`src/rtl/ca_1d_cell_update_unit_defines.svh`:
```
// assertion macros shared by the cellular automaton rtl
`ifndef CA_1D_CELL_UPDATE_UNIT_DEFINES_SVH
`define CA_1D_CELL_UPDATE_UNIT_DEFINES_SVH

// same-cycle implication, disabled during reset
`define CA1D_ASSERT_SAME(label, clk, rst, ante, cons, msg) \
  label: assert property (@(posedge clk) disable iff (rst) (ante) |-> (cons)) else $error(msg);

// next-cycle implication, disabled during reset
`define CA1D_ASSERT_NEXT(label, clk, rst, ante, cons, msg) \
  label: assert property (@(posedge clk) disable iff (rst) (ante) |=> (cons)) else $error(msg);

`endif

```
`src/rtl/ca1d_pkg.sv`:
```
// shared constants and types for the cellular automaton cell update unit
package ca1d_pkg;

  localparam int ROW_MAX    = 64;
  localparam int MAX_RADIUS = 2;

  localparam int CELL_AW    = $clog2(ROW_MAX);
  localparam int LEN_W      = $clog2(ROW_MAX + 1);
  localparam int RAD_W      = 2;
  localparam int RULE_W     = 32;
  localparam int WIN_W      = 2 * MAX_RADIUS + 1;
  localparam int CNT_W      = $clog2(2 * MAX_RADIUS + 1);
  localparam int CFG_IDX_W  = 2;
  localparam int CFG_DATA_W = 32;

  typedef enum logic [CFG_IDX_W-1:0] {
    REG_ROW_LENGTH = 2'd0,
    REG_RADIUS     = 2'd1,
    REG_RULE_BITS  = 2'd2
  } cfg_reg_t;

  typedef enum logic {
    OP_WRITE = 1'b0,
    OP_EVAL  = 1'b1
  } opcode_t;

  typedef enum logic [2:0] {
    ST_IDLE,
    ST_BACK,
    ST_READ,
    ST_CAPTURE,
    ST_FINISH
  } state_t;

  typedef enum logic [1:0] {
    ADDR_HOLD,
    ADDR_LOAD,
    ADDR_DEC,
    ADDR_INC
  } addr_op_t;

  typedef struct packed {
    addr_op_t           op;
    logic [CELL_AW-1:0] load_val;
  } addr_cmd_t;

endpackage

```
`src/rtl/ca_1d_cell_update_unit.sv`:
```
// top level of the one-dimensional binary cellular automaton cell update unit
// Keeps a circular row of up to ROW_MAX binary cells in a ram. A write request
// stores one cell. An evaluate request walks the window of 2*r+1 cells around
// the position (r is the effective radius) with one shared wrap-around address
// stepper: it steps back to the leftmost cell, then reads each window cell
// through a read state and a capture state for the registered ram read, then
// forms the result in the finish state. An out-of-range position goes straight
// to the finish state. The input is stalled while an evaluation is in progress;
// a finished result sits in an output register, and the final step waits only
// while that register is full and out_stall is high. Cells read as zero until
// written; no clearing pass is needed.
`include "ca_1d_cell_update_unit_defines.svh"

module ca_1d_cell_update_unit
  import ca1d_pkg::*;
(
  input  logic                  clk,
  input  logic                  rst,
  input  logic                  cfg_we,
  input  logic [CFG_IDX_W-1:0]  cfg_index,
  input  logic [CFG_DATA_W-1:0] cfg_data,
  input  logic                  in_valid,
  output logic                  in_stall,
  input  logic                  opcode,
  input  logic [CELL_AW-1:0]    cell_index,
  input  logic                  cell_value,
  output logic                  out_valid,
  input  logic                  out_stall,
  output logic                  new_state,
  output logic                  position_error
);

  // configuration
  logic [LEN_W-1:0]  row_length;
  logic [RAD_W-1:0]  radius;
  logic [RULE_W-1:0] rule_bits;
  logic [LEN_W-1:0]  len_eff;
  logic [RAD_W-1:0]  rad_eff;

  always_ff @(posedge clk) begin
    if (rst) begin
      row_length <= LEN_W'(ROW_MAX);
      radius     <= RAD_W'(1);
      rule_bits  <= RULE_W'(30);
    end else if (cfg_we) begin
      case (cfg_index)
        REG_ROW_LENGTH: row_length <= cfg_data[LEN_W-1:0];
        REG_RADIUS:     radius     <= cfg_data[RAD_W-1:0];
        REG_RULE_BITS:  rule_bits  <= cfg_data[RULE_W-1:0];
        default: ;
      endcase
    end
  end

  assign len_eff = (row_length > LEN_W'(ROW_MAX)) ? LEN_W'(ROW_MAX) : row_length;
  assign rad_eff = (radius > RAD_W'(MAX_RADIUS)) ? RAD_W'(MAX_RADIUS) : radius;

  // sequencer
  state_t             state;
  state_t             state_next;
  logic [CNT_W-1:0]   cnt;
  logic [WIN_W-1:0]   win;
  logic               err;
  logic               in_acc;
  logic               out_free;
  logic               pos_bad;
  logic [CNT_W-1:0]   span;
  addr_cmd_t          acmd;
  logic [CELL_AW-1:0] addr;
  logic               ram_we;
  logic               ram_re;
  logic [0:0]         ram_rdata;
  logic [ROW_MAX-1:0] cell_vld;
  logic               rd_vld;
  logic               rd_bit;

  assign in_acc   = in_valid && !in_stall;
  assign out_free = !out_valid || !out_stall;
  assign pos_bad  = LEN_W'(cell_index) >= len_eff;
  assign span     = CNT_W'({rad_eff, 1'b0});
  assign rd_bit   = ram_rdata[0] & rd_vld;

  always_comb begin
    state_next = state;
    case (state)
      ST_IDLE: begin
        if (in_acc && opcode == OP_EVAL) begin
          if (pos_bad) begin
            state_next = ST_FINISH;
          end else if (rad_eff == '0) begin
            state_next = ST_READ;
          end else begin
            state_next = ST_BACK;
          end
        end
      end
      ST_BACK: begin
        if (cnt == CNT_W'(1)) begin
          state_next = ST_READ;
        end
      end
      ST_READ:    state_next = ST_CAPTURE;
      ST_CAPTURE: state_next = (cnt == '0) ? ST_FINISH : ST_READ;
      ST_FINISH: begin
        if (out_free) begin
          state_next = ST_IDLE;
        end
      end
      default: state_next = ST_IDLE;
    endcase
  end

  always_comb begin
    in_stall      = (state != ST_IDLE);
    ram_we        = 1'b0;
    ram_re        = 1'b0;
    acmd.op       = ADDR_HOLD;
    acmd.load_val = cell_index;
    case (state)
      ST_IDLE: begin
        if (in_acc) begin
          ram_we  = (opcode == OP_WRITE);
          acmd.op = (opcode == OP_EVAL) ? ADDR_LOAD : ADDR_HOLD;
        end
      end
      ST_BACK:    acmd.op = ADDR_DEC;
      ST_READ:    ram_re  = 1'b1;
      ST_CAPTURE: acmd.op = (cnt == '0) ? ADDR_HOLD : ADDR_INC;
      default: ;
    endcase
  end

  always_ff @(posedge clk) begin
    if (rst) begin
      state <= ST_IDLE;
    end else begin
      state <= state_next;
    end
  end

  // window walk counter, window shift register and error flag
  always_ff @(posedge clk) begin
    case (state)
      ST_IDLE: begin
        cnt <= (rad_eff == '0) ? '0 : CNT_W'(rad_eff);
        win <= '0;
        err <= pos_bad;
      end
      ST_BACK: begin
        cnt <= (cnt == CNT_W'(1)) ? span : cnt - CNT_W'(1);
      end
      ST_CAPTURE: begin
        win <= {win[WIN_W-2:0], rd_bit};
        if (cnt != '0) begin
          cnt <= cnt - CNT_W'(1);
        end
      end
      default: ;
    endcase
  end

  // per-cell written flags, cleared at reset; an unwritten cell reads as zero
  always_ff @(posedge clk) begin
    if (rst) begin
      cell_vld <= '0;
    end else if (ram_we) begin
      cell_vld[cell_index] <= 1'b1;
    end
  end

  always_ff @(posedge clk) begin
    if (ram_re) begin
      rd_vld <= cell_vld[addr];
    end
  end

  ca1d_addr_unit u_addr (
    .clk  (clk),
    .rst  (rst),
    .cmd  (acmd),
    .len  (len_eff),
    .addr (addr)
  );

  ca1d_ram #(
    .WIDTH (1),
    .DEPTH (ROW_MAX)
  ) u_row (
    .clk   (clk),
    .we    (ram_we),
    .waddr (cell_index),
    .wdata (cell_value),
    .re    (ram_re),
    .raddr (addr),
    .rdata (ram_rdata)
  );

  // result register
  always_ff @(posedge clk) begin
    if (rst) begin
      out_valid <= 1'b0;
    end else if (state == ST_FINISH && out_free) begin
      out_valid <= 1'b1;
    end else if (!out_stall) begin
      out_valid <= 1'b0;
    end
  end

  always_ff @(posedge clk) begin
    if (state == ST_FINISH && out_free) begin
      new_state      <= err ? 1'b0 : rule_bits[win];
      position_error <= err;
    end
  end

  `CA1D_ASSERT_SAME(a_result_from_finish, clk, rst,
    $rose(out_valid),
    $past(state == ST_FINISH), "result appeared without a finished evaluation")
  `CA1D_ASSERT_NEXT(a_write_one_cycle, clk, rst,
    in_acc && opcode == OP_WRITE,
    state == ST_IDLE, "write request did not complete in one cycle")
  `CA1D_ASSERT_SAME(a_error_zero_state, clk, rst,
    out_valid && position_error,
    !new_state, "error result carries a nonzero state")

endmodule

```
`src/rtl/ca1d_ram.sv`:
```
// generic single-write, single-read ram with registered read data
module ca1d_ram #(
  parameter int WIDTH = 1,
  parameter int DEPTH = 64
) (
  input  logic                     clk,
  input  logic                     we,
  input  logic [$clog2(DEPTH)-1:0] waddr,
  input  logic [WIDTH-1:0]         wdata,
  input  logic                     re,
  input  logic [$clog2(DEPTH)-1:0] raddr,
  output logic [WIDTH-1:0]         rdata
);

  logic [WIDTH-1:0] mem [DEPTH];

  always_ff @(posedge clk) begin
    if (we) begin
      mem[waddr] <= wdata;
    end
    if (re) begin
      rdata <= mem[raddr];
    end
  end

endmodule

```
`src/rtl/ca1d_addr_unit.sv`:
```
// shared address register with wrap-around step over the circular row
`include "ca_1d_cell_update_unit_defines.svh"

module ca1d_addr_unit
  import ca1d_pkg::*;
(
  input  logic               clk,
  input  logic               rst,
  input  addr_cmd_t          cmd,
  input  logic [LEN_W-1:0]   len,
  output logic [CELL_AW-1:0] addr
);

  logic [CELL_AW-1:0] addr_next;
  logic [LEN_W-1:0]   last;
  logic [LEN_W-1:0]   addr_ext;

  assign last     = len - LEN_W'(1);
  assign addr_ext = LEN_W'(addr);

  always_comb begin
    case (cmd.op)
      ADDR_HOLD: addr_next = addr;
      ADDR_LOAD: addr_next = cmd.load_val;
      ADDR_DEC:  addr_next = (addr == '0) ? last[CELL_AW-1:0] : addr - CELL_AW'(1);
      ADDR_INC:  addr_next = (addr_ext == last) ? '0 : addr + CELL_AW'(1);
      default:   addr_next = addr;
    endcase
  end

  always_ff @(posedge clk) begin
    addr <= addr_next;
  end

  `CA1D_ASSERT_NEXT(a_step_in_range, clk, rst,
    (cmd.op == ADDR_INC || cmd.op == ADDR_DEC) && addr_ext < len,
    addr_ext < $past(len), "address left the row after a step")
  `CA1D_ASSERT_NEXT(a_inc_wraps, clk, rst,
    cmd.op == ADDR_INC && addr_ext == last,
    addr == '0, "increment from the last cell did not wrap to zero")
  `CA1D_ASSERT_NEXT(a_load_takes, clk, rst,
    cmd.op == ADDR_LOAD,
    addr == $past(cmd.load_val), "address load lost")

endmodule
```
`config.mk`:
```
export PLATFORM = sky130hd
export DESIGN_NAME = ca_1d_cell_update_unit
export DESIGN_NICKNAME = d
export VERILOG_FILES = /design/src/rtl/ca1d_pkg.sv /design/src/rtl/ca_1d_cell_update_unit.sv /design/src/rtl/ca1d_ram.sv /design/src/rtl/ca1d_addr_unit.sv
export VERILOG_INCLUDE_DIRS = /design/src /design/src/rtl
export SDC_FILE = /design/constraint.sdc
export NUM_CORES = 1
export LEC_CHECK = 0
export ABC_AREA = 1
export BUFFER_PORTS_ARGS = -buffer_cell sky130_fd_sc_hd__buf_2
export CAP_MARGIN = 20
export CORE_ASPECT_RATIO = 0.7
export CORE_MARGIN = 3
export CORE_UTILIZATION = 55
export CTS_CLUSTER_SIZE = 14
export DETAILED_ROUTE_END_ITERATION = 10
export PLACE_DENSITY_LB_ADDON = 0.08
export RECOVER_POWER = 50
export SLEW_MARGIN = 20
export SYNTH_ARGS = -nofsm -noshare
export SYNTH_HDL_FRONTEND = slang
export SYNTH_SLANG_ARGS = --single-unit
```
`constraint.sdc`:
```
create_clock -name clk -period 2.6 [get_ports clk]
set_clock_uncertainty 0.2 [all_clocks]
set_input_delay 0.65 -clock clk [delete_from_list [all_inputs] [get_ports clk]]
set_output_delay 0.65 -clock clk [all_outputs]
set_load 0.02 [all_outputs]
```
* Yosys cells after proc, flatten, opt, wreduce, memory -nomap -nowiden
Memories as Yosys holds them, arrays and structs flattened. A register that Yosys moved wholly into a read port is not among the register bits.
Index checks and enable logic that the tools add are counted.
** Word-level totals
- Memories :: 1
- Memory bits (writable) :: 64
- Logic and storage cells :: 101
- Bits in registers :: 127
- Input port bits :: 47
- Output and inout port bits :: 4
** Memory list
- u_row.mem :: words 64, bits a word 1, rd ports 1, clocked after Yosys merged registers in 1, wr ports 1, line ca1d_ram.sv:15 : logic [WIDTH-1:0] mem [DEPTH];
** Cells by class
- Magnitude comparators :: 7
- Reduce and logical (&&, ||, !) cells :: 23
- Add/subtract/negate cells :: 4
- Bitwise logic cells :: 3
- Mux-type cells :: 34
- Equality and inequality tests :: 16
** Operators by type and width (number)
- $or A64 B64 Y64 :: 1
- $mux W3 :: 7
- $pmux W6 S3 :: 1
- $pmux W3 S5 :: 1
- $lt A6 B7 Y1 const B :: 2
- $mux W1 :: 12
- $mux W6 :: 2
- $pmux W5 S2 :: 1
- $pmux W3 S3 :: 1
- $reduce_bool A3 Y1 :: 3
- $mux W2 :: 4
- $ne A2 B2 Y1 const B :: 4
- $reduce_and A2 Y1 :: 4
- $eq A6 B7 Y1 :: 1
- $ge A6 B7 Y1 :: 1
- $gt A7 B7 Y1 const B :: 1
- $mux W7 :: 1
- $sub A7 B1 Y7 const B :: 1
- $add A6 B1 Y6 const B :: 1
- $bmux W1 S6 :: 1
- $demux W1 S6 :: 1
- $eq A2 B2 Y1 const B :: 3
- $eq A3 B1 Y1 const B :: 2
- $eq A3 B2 Y1 const B :: 2
- 20 further kinds :: 29

* Longest topological paths before layout
- Word-level depth :: 7
- Gate-level depth with buffers :: 14
- Mapped depth without buffers :: 13

* Modules after synthesis
A second synthesis with hierarchy kept.
** Unflattened totals
- Cell total of the unflattened synthesis :: 1253
- Area, all modules :: 9581.7 µm²
** By module, submodules not included
- ca_1d_cell_update_unit :: instances 1, cells each 801, sequential area each 2542.4 µm², area each 5705.5 µm²
- ca1d_ram :: instances 1, cells each 314, sequential area each 1951.9 µm², area each 3055.4 µm²
- ca1d_addr_unit :: instances 1, cells each 138, sequential area each 180.2 µm², area each 820.8 µm²

* Worst setup path before layout
No wires, ideal clock.
- Kind :: register to register
- From :: register u_addr.addr[0]
- To :: register u_addr.addr[3], data pin
- Data arrival time :: 1798 ps
- Path buffers :: 3
- Clock period less this slack :: 2255 ps
- Cell stages (with the launch flop) :: 13
- Library setup time :: 256 ps
- Data required time :: 2144 ps
- Slack :: 345 ps
- Path through :: edfxtp_1 -> clkbuf_1 -> clkinv_1 -> buf_2 -> buf_2 -> ha_1 -> inv_1 -> nor2_1 -> nand2_1 -> inv_1 -> nand3_1 -> a32oi_1 -> nand2_1
** On the way
- Word-level cells in the longest chain between the ends :: 3
- Elaborated cells between the ends (all ways) :: 7
- Those cells by class :: 2 x add/sub; 1 x eq/ne; 3 x mux; 1 x reduce/logical
** RTL lines
- from (decl) :: line ca1d_addr_unit.sv:11 : output logic [CELL_AW-1:0] addr
- from (signal assigned) :: line ca1d_addr_unit.sv:32 : addr <= addr_next;
- $add A6 B1 Y6 (tied with other cells) :: line ca1d_addr_unit.sv:26 : ADDR_INC: addr_next = (addr_ext == last) ? '0 : addr + CELL_AW'(1);
- $mux W6 (on tied branches) :: line ca1d_addr_unit.sv:26, ca1d_addr_unit.sv:25
- $pmux W6 S3 * :: line ca1d_addr_unit.sv:22 : case (cmd.op)
- named net u_addr.addr_next[3] :: line ca1d_addr_unit.sv:14 : logic [CELL_AW-1:0] addr_next;
The timed path passes the listed nets; every way through them passes the cells marked *.
A chain may end at the register's enable or synchronous reset.

* Worst setup path after layout
- From :: register state[1]
- To :: memory u_row.mem[21] (enable)
** On the way
- Word-level cells in the longest chain between the ends :: 7
- Elaborated cells between the ends (all ways) :: 8
- Those cells by class :: 4 x mux; 4 x reduce/logical
** RTL lines
- from (decl) :: line ca_1d_cell_update_unit.sv:59 : state_t state;
- from (signal assigned) :: line ca_1d_cell_update_unit.sv:137 : state <= state_next;
- $reduce_bool A3 Y1 :: line ca_1d_cell_update_unit.sv:114 : in_stall = (state != ST_IDLE);
- $logic_not A1 Y1 :: line ca_1d_cell_update_unit.sv:77 : assign in_acc = in_valid && !in_stall;
- $logic_and A1 B1 Y1 :: line ca_1d_cell_update_unit.sv:77
- $mux W1 :: line ca_1d_cell_update_unit.sv:121 : if (in_acc) begin
- $mux W1 * :: line ca_1d_cell_update_unit.sv:119 : case (state)
- $mux W1 * :: line ca1d_ram.sv:18 : if (we) begin
- $mux W1 (implied by the code) * :: line ca1d_ram.sv:19 : mem[waddr] <= wdata;
- to (decl) :: line ca1d_ram.sv:15
Mark *: on every way between the ends. The rest lies on a longest branch, timed or not.

==> run_summary.xml <==
<?xml version="1.0" encoding="UTF-8"?>
<metrics>
  <group name="cells_and_area">
    <metric name="post_route_design_area" unit="mm^2">0.00974</metric>
    <metric name="final_core_util" unit="%">64.3</metric>
    <metric name="final_cell_count_no_fill" unit="">1328</metric>
    <metric name="area_growth_syn_to_layout" unit="%">11.3</metric>
    <metric name="layout_cell_share_with_drive_strength_beyond_1" unit="%">8.91</metric>
    <metric name="num-nets-final" unit="">1180</metric>
    <metric name="antenna-diode-count" unit="">0</metric>
  </group>
  <group name="power">
    <metric name="largest_voltage_drop_on_the_vdd_net" unit="mV">0.558</metric>
    <metric name="leakagePower" unit="nW">3.75</metric>
    <metric name="pwr_per_cell_area" unit="mW/mm^2">894</metric>
  </group>
  <group name="die">
    <metric name="chipWidth" unit="um">157</metric>
    <metric name="floorplan.rows" unit="">37</metric>
    <metric name="die_h" unit="um">112</metric>
    <metric name="initial_core_util" unit="%">57.8</metric>
    <metric name="dieArea" unit="mm^2">0.0175</metric>
    <metric name="core_area" unit="mm^2">0.0151</metric>
    <metric name="top_level_ports" unit="">51</metric>
  </group>
  <group name="sta">
    <metric name="min_period_over_period" unit="%">94.8</metric>
    <metric name="timing.final.setup_violations" unit="">0</metric>
    <metric name="timing_max_transition_violations_final" unit="">0</metric>
    <metric name="fmax" unit="MHz">406</metric>
    <metric name="fin_crit" unit="ps">2460</metric>
    <metric name="grt_setup_unrepaired" unit="">no</metric>
    <metric name="worst_pin_slew" unit="ps">1170</metric>
    <metric name="final-hold-violation-count" unit="">0</metric>
    <metric name="final.hold.worst_slack" unit="ps">255</metric>
    <metric name="relSlewSlack" unit="%">22.3</metric>
    <metric name="timing.setup.tns" unit="ps">0</metric>
  </group>
  <group name="detailed_routing">
    <metric name="num_vias" unit="">7577</metric>
    <metric name="drt.antenna.violating_nets" unit="">0</metric>
    <metric name="drc" unit="">0</metric>
    <metric name="wirelength" unit="mm">22.9</metric>
    <metric name="wl_per_cell" unit="um">17.3</metric>
    <metric name="dr.pass1.iters" unit="">5</metric>
    <metric name="drt-vias-per-instance" unit="">5.71</metric>
    <metric name="detailedRoute.firstIterationViolations" unit="">852</metric>
  </group>
  <group name="synth">
    <metric name="synth.yosys.seq_area_share" unit="%">53.4</metric>
    <metric name="synth_enable_flop_cells" unit="">83</metric>
    <metric name="synth_fp_nets" unit="">1139</metric>
    <metric name="syn-cell-area" unit="mm^2">0.00875</metric>
    <metric name="async_reset_ff_share" unit="%">0</metric>
    <metric name="synth_seq_cells" unit="">192</metric>
    <metric name="yosys_most_used_dff" unit="">sky130_fd_sc_hd__dfxtp_1</metric>
    <metric name="synthCells" unit="">1079</metric>
    <metric name="post_synth.cell_area_avg" unit="um^2">8.11</metric>
    <metric name="synthesis.yosys.warnings" unit="">0</metric>
    <metric name="cell_variety_after_synth" unit="">37</metric>
  </group>
  <group name="min_path">
    <metric name="worstHoldStart" unit="">cfg_data[10]</metric>
    <metric name="min_path_type" unit="">input port to register</metric>
  </group>
  <group name="setup_path">
    <metric name="timing.setup.critical_path_class" unit="">register to register</metric>
    <metric name="timing.critical_path.from" unit="">state[1]$_SDFFE_PP0P_</metric>
    <metric name="critPathMaxFanout" unit="">8</metric>
    <metric name="rr_startpoint" unit="">state[1]$_SDFFE_PP0P_</metric>
    <metric name="timing.critical_path.from_type" unit="">register</metric>
    <metric name="worstPathArrival" unit="ps">2380</metric>
    <metric name="worst_setup_path_end_kind" unit="">register</metric>
    <metric name="worst_ep_required" unit="ps">2520</metric>
  </group>
  <group name="grt">
    <metric name="largest_net_degree_at_the_start_of_global_routing" unit="">87</metric>
    <metric name="antenna_found_initial" unit="">0</metric>
    <metric name="grt_util_all_layers" unit="%">26.7</metric>
    <metric name="grt_first_pass_wirelength" unit="mm">36.6</metric>
    <metric name="vias_in_the_first_global_route" unit="">6880</metric>
    <metric name="grt_overflow" unit="">0</metric>
  </group>
  <group name="cts">
    <metric name="clk_root_buffer_cell" unit="">sky130_fd_sc_hd__clkbuf_16</metric>
    <metric name="later_pin_clock_latency_in_the_skew_report" unit="ps">430</metric>
    <metric name="clkSlewWorstSetupHoldPaths" unit="ps">70</metric>
    <metric name="cts.htree.levels" unit="">4</metric>
    <metric name="cts.path.max_buffers" unit="">2</metric>
    <metric name="cts_resized" unit="">0</metric>
    <metric name="cts.sink_count" unit="">192</metric>
    <metric name="tritoncts.num_buffers" unit="">17</metric>
    <metric name="post_cts_hold_buffer_count" unit="">0</metric>
    <metric name="post-cts-setup-buffer-count" unit="">0</metric>
    <metric name="clock_tree_from_tritoncts" unit="">done</metric>
  </group>
  <group name="run">
    <metric name="drv_cap" unit="">0</metric>
  </group>
  <group name="placed_design">
    <metric name="place_hpwl" unit="mm">15.0</metric>
    <metric name="routabilityCongestion" unit="">0.927</metric>
    <metric name="placed_cell_area" unit="mm^2">0.00926</metric>
    <metric name="buffer_ports.inserted" unit="">50</metric>
    <metric name="dpl.cell_count" unit="">1296</metric>
  </group>
  <group name="status">
    <metric name="run_status" unit="">complete, no violations</metric>
  </group>
</metrics>
## power by group
part	internal, mW	switching, mW
sequential	3.37	0.185
clock	1.22	1.13
combinational	0.887	1.90
total	5.49	3.22
## worst paths after layout
path	end	slack, ps	cells past startpoint
max reg2reg	u_row.mem[21]$_DFFE_PP_	140	7
min reg2reg	rule_bits[8]$_SDFFE_PP0P_	250	2
min	rule_bits[10]$_SDFFE_PP0P_	250	3
max	u_row.mem[21]$_DFFE_PP_	140	7
## cell type report
| cell class | count | area (um^2) |
|---|---|---|
| Timing Repair Buffer | 71 | 423 |
| Inverter | 80 | 300 |
| Clock inverter | 10 | 63.8 |
| Multi-Input combinational cell | 758 | 3590 |
| Tap cell | 195 | 244 |
| Sequential cell | 192 | 4670 |
| Clock buffer | 22 | 444 |
| Fill cell | 1329 | 5400 |
## state kept, by name, summed over array words and instances (netlist names)
signal          flops
position_error      1
row_length          7
out_valid           1
win                 5
state               3
err                 1
rd_vld              1
new_state           1
u_row.mem          64
u_row.rdata         1
cnt                 3
u_addr.addr         6
radius              2
rule_bits          32
cell_vld           64
## synthesized netlist by cell type (12+ instances only)
cell type / n / area share [%]
sky130_fd_sc_hd__o211ai_1: 22 / 1.9
sky130_fd_sc_hd__nor3_1: 12 / 0.69
sky130_fd_sc_hd__nor2_1: 279 / 12
sky130_fd_sc_hd__clkbuf_1: 42 / 1.8
sky130_fd_sc_hd__ha_1: 13 / 1.9
sky130_fd_sc_hd__nand2_1: 146 / 6.3
sky130_fd_sc_hd__nand3_1: 72 / 4.1
sky130_fd_sc_hd__o21ai_0: 93 / 5.3
sky130_fd_sc_hd__a21oi_1: 62 / 3.5
sky130_fd_sc_hd__o22ai_1: 15 / 1.1
sky130_fd_sc_hd__edfxtp_1: 83 / 28
sky130_fd_sc_hd__inv_1: 72 / 3.1
sky130_fd_sc_hd__dfxtp_1: 109 / 25
## cell usage in the layout (no fill, tap or decap), drive strengths merged
cell / n
nor3: 14
xor2: 5
ha: 13
nand3b: 1
a211oi: 1
o21ai: 94
xnor2: 3
edfxtp: 83
buf: 61
inv: 80
nand3: 76
a21o: 1
nand2: 146
o21a: 1
o22ai: 15
clkinv: 10
a32oi: 1
clkbuf: 32
a22oi: 1
nand4: 11
nor2: 282
a21oi: 63
o211ai: 22
nor4: 1
dfxtp: 109
a31oi: 1
o221ai: 5
o31ai: 1
## cell families (layout without fill, tap and decap cells)
| family | after synthesis | in the layout | synth area share [%] |
|---|---|---|---|
| compound gates | 206 | 206 | 13.1 |
| buf+inv | 129 | 183 | 5.60 |
| fa+ha+maj | 13 | 13 | 1.86 |
| flops | 192 | 192 | 53.4 |
| simple gates | 531 | 531 | 25.2 |
| xor+xnor | 8 | 8 | 0.801 |
## critical path, stage by stage, from the launching register on
cell,delay (ps)
sky130_fd_sc_hd__dfxtp_1,360
sky130_fd_sc_hd__nor3_4,290
sky130_fd_sc_hd__inv_1,240
sky130_fd_sc_hd__nor3_2,190
sky130_fd_sc_hd__inv_1,180
sky130_fd_sc_hd__nor2_4,180
sky130_fd_sc_hd__nand3_2,240
sky130_fd_sc_hd__nor2_1,260
## stage by stage
step	setup slack, ps	total power [mW]
floorplan	345	5.41
global placement	317	6.33
detailed placement	279	6.35
CTS	293	8.67
global route	45.0	9.17
finish	136	8.71
## metal layers
metal  wire [um]  global-route usage [%]
met1       11100                    40.8
met2        9200                    36.1
met3        2280                    8.20
met4         381                    7.93
met5           0                       0
Power figures use the tool's default switching activity.
